$ cat src/hw/rtl/pngu_pkg.sv
// shared types and constants for the png scanline unfilter
`timescale 1ns / 1ps
`default_nettype none

package pngu_pkg;

    localparam int BYTE_W      = 8;
    localparam int FILT_TYPE_W = 3;
    localparam int BPP_W       = 4;
    localparam int ROW_BYTES_W = 13;
    localparam int CFG_DATA_W  = 13;
    localparam int CFG_IDX_W   = 1;
    localparam int WIN_DEPTH   = 8;
    localparam int WIN_IDX_W   = 3;

    // filter types
    localparam logic [FILT_TYPE_W-1:0] FT_NONE    = 3'd0;
    localparam logic [FILT_TYPE_W-1:0] FT_SUB     = 3'd1;
    localparam logic [FILT_TYPE_W-1:0] FT_UP      = 3'd2;
    localparam logic [FILT_TYPE_W-1:0] FT_AVERAGE = 3'd3;
    localparam logic [FILT_TYPE_W-1:0] FT_PAETH   = 3'd4;

    // configuration register indexes
    localparam logic [CFG_IDX_W-1:0] REG_BPP       = 1'd0;
    localparam logic [CFG_IDX_W-1:0] REG_ROW_BYTES = 1'd1;

    typedef logic [BYTE_W-1:0] byte_t;

    // neighbours of the byte being reconstructed
    typedef struct packed {
        byte_t left;      // a: raw byte one pixel to the left
        byte_t up;        // b: prior row byte, same column
        byte_t up_left;   // c: prior row byte one pixel to the left
    } nbr_t;

endpackage

`default_nettype wire

$ cat src/hw/rtl/pngu_predictor.sv
// filter predictor and byte reconstruction
`timescale 1ns / 1ps
`default_nettype none

module pngu_predictor (
    input  wire  pngu_pkg::byte_t                    filt_byte,
    input  wire  [pngu_pkg::FILT_TYPE_W-1:0]         filter_type,
    input  wire  pngu_pkg::nbr_t                     nbr,
    output pngu_pkg::byte_t                          raw_byte
);
    import pngu_pkg::*;

    logic [BYTE_W:0]   avg_sum;
    logic signed [9:0] d_bc;
    logic signed [9:0] d_ac;
    logic signed [9:0] d_abc;
    logic [9:0]        pa;
    logic [9:0]        pb;
    logic [9:0]        pc;
    byte_t             paeth;
    byte_t             pred;

    // p - a = b - c, p - b = a - c, p - c = a + b - 2c
    always_comb
    begin
        avg_sum = {1'b0, nbr.left} + {1'b0, nbr.up};
        d_bc    = $signed({2'b00, nbr.up}) - $signed({2'b00, nbr.up_left});
        d_ac    = $signed({2'b00, nbr.left}) - $signed({2'b00, nbr.up_left});
        d_abc   = d_bc + d_ac;
        pa      = d_bc[9] ? 10'(-d_bc) : 10'(d_bc);
        pb      = d_ac[9] ? 10'(-d_ac) : 10'(d_ac);
        pc      = d_abc[9] ? 10'(-d_abc) : 10'(d_abc);

        if (pa <= pb && pa <= pc)
        begin
            paeth = nbr.left;
        end
        else if (pb <= pc)
        begin
            paeth = nbr.up;
        end
        else
        begin
            paeth = nbr.up_left;
        end

        case (filter_type)
            FT_SUB:     pred = nbr.left;
            FT_UP:      pred = nbr.up;
            FT_AVERAGE: pred = avg_sum[BYTE_W:1];
            FT_PAETH:   pred = paeth;
            default:    pred = '0;
        endcase

        raw_byte = filt_byte + pred;
    end

endmodule

`default_nettype wire

$ cat config.mk
export PLATFORM = sky130hd
export DESIGN_NAME = pngu_predictor
export DESIGN_NICKNAME = d
export VERILOG_FILES = /design/src/hw/rtl/pngu_pkg.sv /design/src/hw/rtl/pngu_predictor.sv
export SDC_FILE = /design/constraint.sdc
export NUM_CORES = 1
export LEC_CHECK = 0
export BUFFER_PORTS_ARGS = -buffer_cell sky130_fd_sc_hd__clkbuf_2
export CAP_MARGIN = 0
export CORE_ASPECT_RATIO = 0.75
export CORE_UTILIZATION = 45
export DETAILED_ROUTE_END_ITERATION = 8
export GPL_TIMING_DRIVEN = 1
export PLACE_DENSITY = 0.68
export SYNTH_ARGS = -nofsm -noshare
export SYNTH_HDL_FRONTEND = slang
export SYNTH_SLANG_ARGS = --single-unit
$ cat constraint.sdc
create_clock -name vclk -period 9.8
set_input_delay 1.47 -clock vclk [all_inputs]
set_output_delay 1.47 -clock vclk [all_outputs]
set_load 0.02 [all_outputs]
==> impl_results.md <==
- Status: finished clean
- Clock buffer count: 0
- Peak Freq: 106 MHz
- Cell area after synthesis: about 3000 µm²
- CP Launch Type: primary input
- CP Buf/Inv Count: 7
- Row Count: 25
- Max FO, Critical Path: 7
- Total GRT Usage: 22.4%
- Cells after Synth: 408
- Worst setup margin: 0.335 ns
- Routed via count: 2,998
- Slowest stage delay, CP: 0.37 ns
- Synthesis-to-layout area growth: 15.9%
- Maxcap violations: 0
- Worst-margin pin slew: approximately 0.62 ns
- Die area: around 7200 µm²
- Final hold vios: 0
- Filler cells: a little over 600
- Share of cells above drive strength 1: approximately a fifth
- PwrDens: 193 nW/µm²
- Critical path class: primary input to output pin
- Vias per std cell: 5.58
- CP dominant cell by count: inv_1
- # placed instances: ~540
- Die span in y: between 70 and 80 µm
- Ys Warns: 0
- Post-place setup slack: -0.0377 ns
- Die width: 97.5 µm
- Final period utilization: between 90% and 100%
- Core box area: 6440 µm²
- Tmin final: ~9.5 ns
- CTS Hold Bufs: 0
- VDD IR max: 0.0861 mV
- Final setup violation count: 0
- WL/cell: 15.1 µm
- Port Buffers: 43
- N_diodes: 0
- Post-route ant nets: 0
- CP arrival: 8.00 ns
- CP top delay family: compound AO/OA/AOI/OAI gates
- Seq/Total Area, Yosys: 0%
- Critical Path Sink Type: output pin
- Most common cell after layout, fill and taps aside: ha_1
- Iteration-0 DRC Markers: between 200 and 250
- Largest net degree at the start of global routing: 16
- Min-delay worst type: primary input to output pin
- HPWL Detailed: ~7000 µm
- Req. time, crit path: 8.33 ns
- Most frequent cells in the layout: ha_1, inv_1, clkbuf_2
- Relative slew slack: 58.3%
- Drt drc: 0
- Pre-Repair DR Iteration Count: 4
- Initial core utilization: 47.8%
- Hold Slack: 3.32 ns
- Initial antenna violation count: 0
- Register area: 0 µm²
- Cell Count, Final, Fillers Out: approximately 540
- First-pass GRT wire length: 13,200 µm
- Max-slew violation count: 0
- RePlAce Congestion: 0.918
- Placed cell area: 3440 µm²
- Vias in the first global route: 2,761
- Slowest cell on the critical path: fa_2
- P_leak: 1.75 nW
- I/O pin count: 43
- Core Util, Final: 55.4%
- Post-layout nets: 565
- Finished Cell Area: 3570 µm²
- Final global-route overflow total: 0
- Synth cell types: 53
- Mean Syn Cell Area: 7.55 µm²
- Seq cells: 0
- Post-Route WL: between 8000 and 9000 µm
layer usage:
metal / vias to the layer above / routed length, µm / global-route usage [%]
met1: 1354 / 4220 / 37.0
li1: 1547 / - / -
met4: 0 / 0 / 0.327
met3: 0 / 557 / 0.571
met5: - / 0 / 0
met2: 97 / 3330 / 33.2
worst paths after layout:
check | slack, ns | cells after the start | to | startpoint
min | 3.32 | 3 | raw_byte[0] | filt_byte[0]
max | 0.33 | 38 | raw_byte[7] | nbr[8]
tightest hold or removal path, stage by stage:
cell	delay, ns
clkbuf_2	0.08
ha_2	0.15
clkbuf_2	0.15
cells in the mapped netlist (6+ instances only):
| library cell | n | area share [%] |
|---|---|---|
| a21o_1 | 15 | 3.7 |
| a21oi_1 | 26 | 4.2 |
| a22oi_1 | 8 | 2.0 |
| clkbuf_1 | 7 | 0.85 |
| ha_1 | 67 | 27 |
| inv_1 | 42 | 5.1 |
| mux2i_1 | 8 | 2.6 |
| nand2_1 | 25 | 3.0 |
| nand4_1 | 7 | 1.4 |
| nor2_1 | 28 | 3.4 |
| nor2b_1 | 14 | 2.8 |
| o21a_1 | 6 | 1.5 |
| o21ai_0 | 20 | 3.3 |
| o21bai_1 | 9 | 2.2 |
| xnor2_1 | 35 | 10 |
| xor2_1 | 13 | 3.7 |
cell type report:
class                           count  area, µm²  share of cell area [%]
Timing Repair Buffer               53        299                    8.38
Multi-Input combinational cell    361       3010                    84.4
Inverter                           42        158                    4.42
Tap cell                           81        101                    2.84
metrics by stage:
stage                     TNS (ns)  power [mW]
final                            0       0.689
after detailed placement   -0.0377       0.642
after floorplan                  0       0.495
after CTS                        0       0.651
after global placement           0       0.627
after global routing        -0.214       0.770
power by group:
part / total (mW) / switching (mW) / internal [mW]
sequential: 0 / 0 / 0
combinational: 0.689 / 0.385 / 0.304
clock: 0 / 0 / 0
total: 0.689 / 0.385 / 0.304
timing repair:
item / CTS / global route
setup buffers: 0 / 1
pin swaps: 0 / 6
resized for setup: 3 / 22
endpoints found under the setup margin: 1 / 3
cell families after synthesis:
family                   Yosys count  share of synthesized area [%]
AO/OA/AOI/OAI                    119                           26.4
XOR/XNOR                          52                           16.0
adder cells (fa/ha/maj)           76                           31.9
buffers and inverters             49                           5.97
multiplexers                      11                           3.70
other                              2                          0.244
AND/OR/NAND/NOR                   99                           15.9
Note: power is estimated with default switching activity, not from simulation.
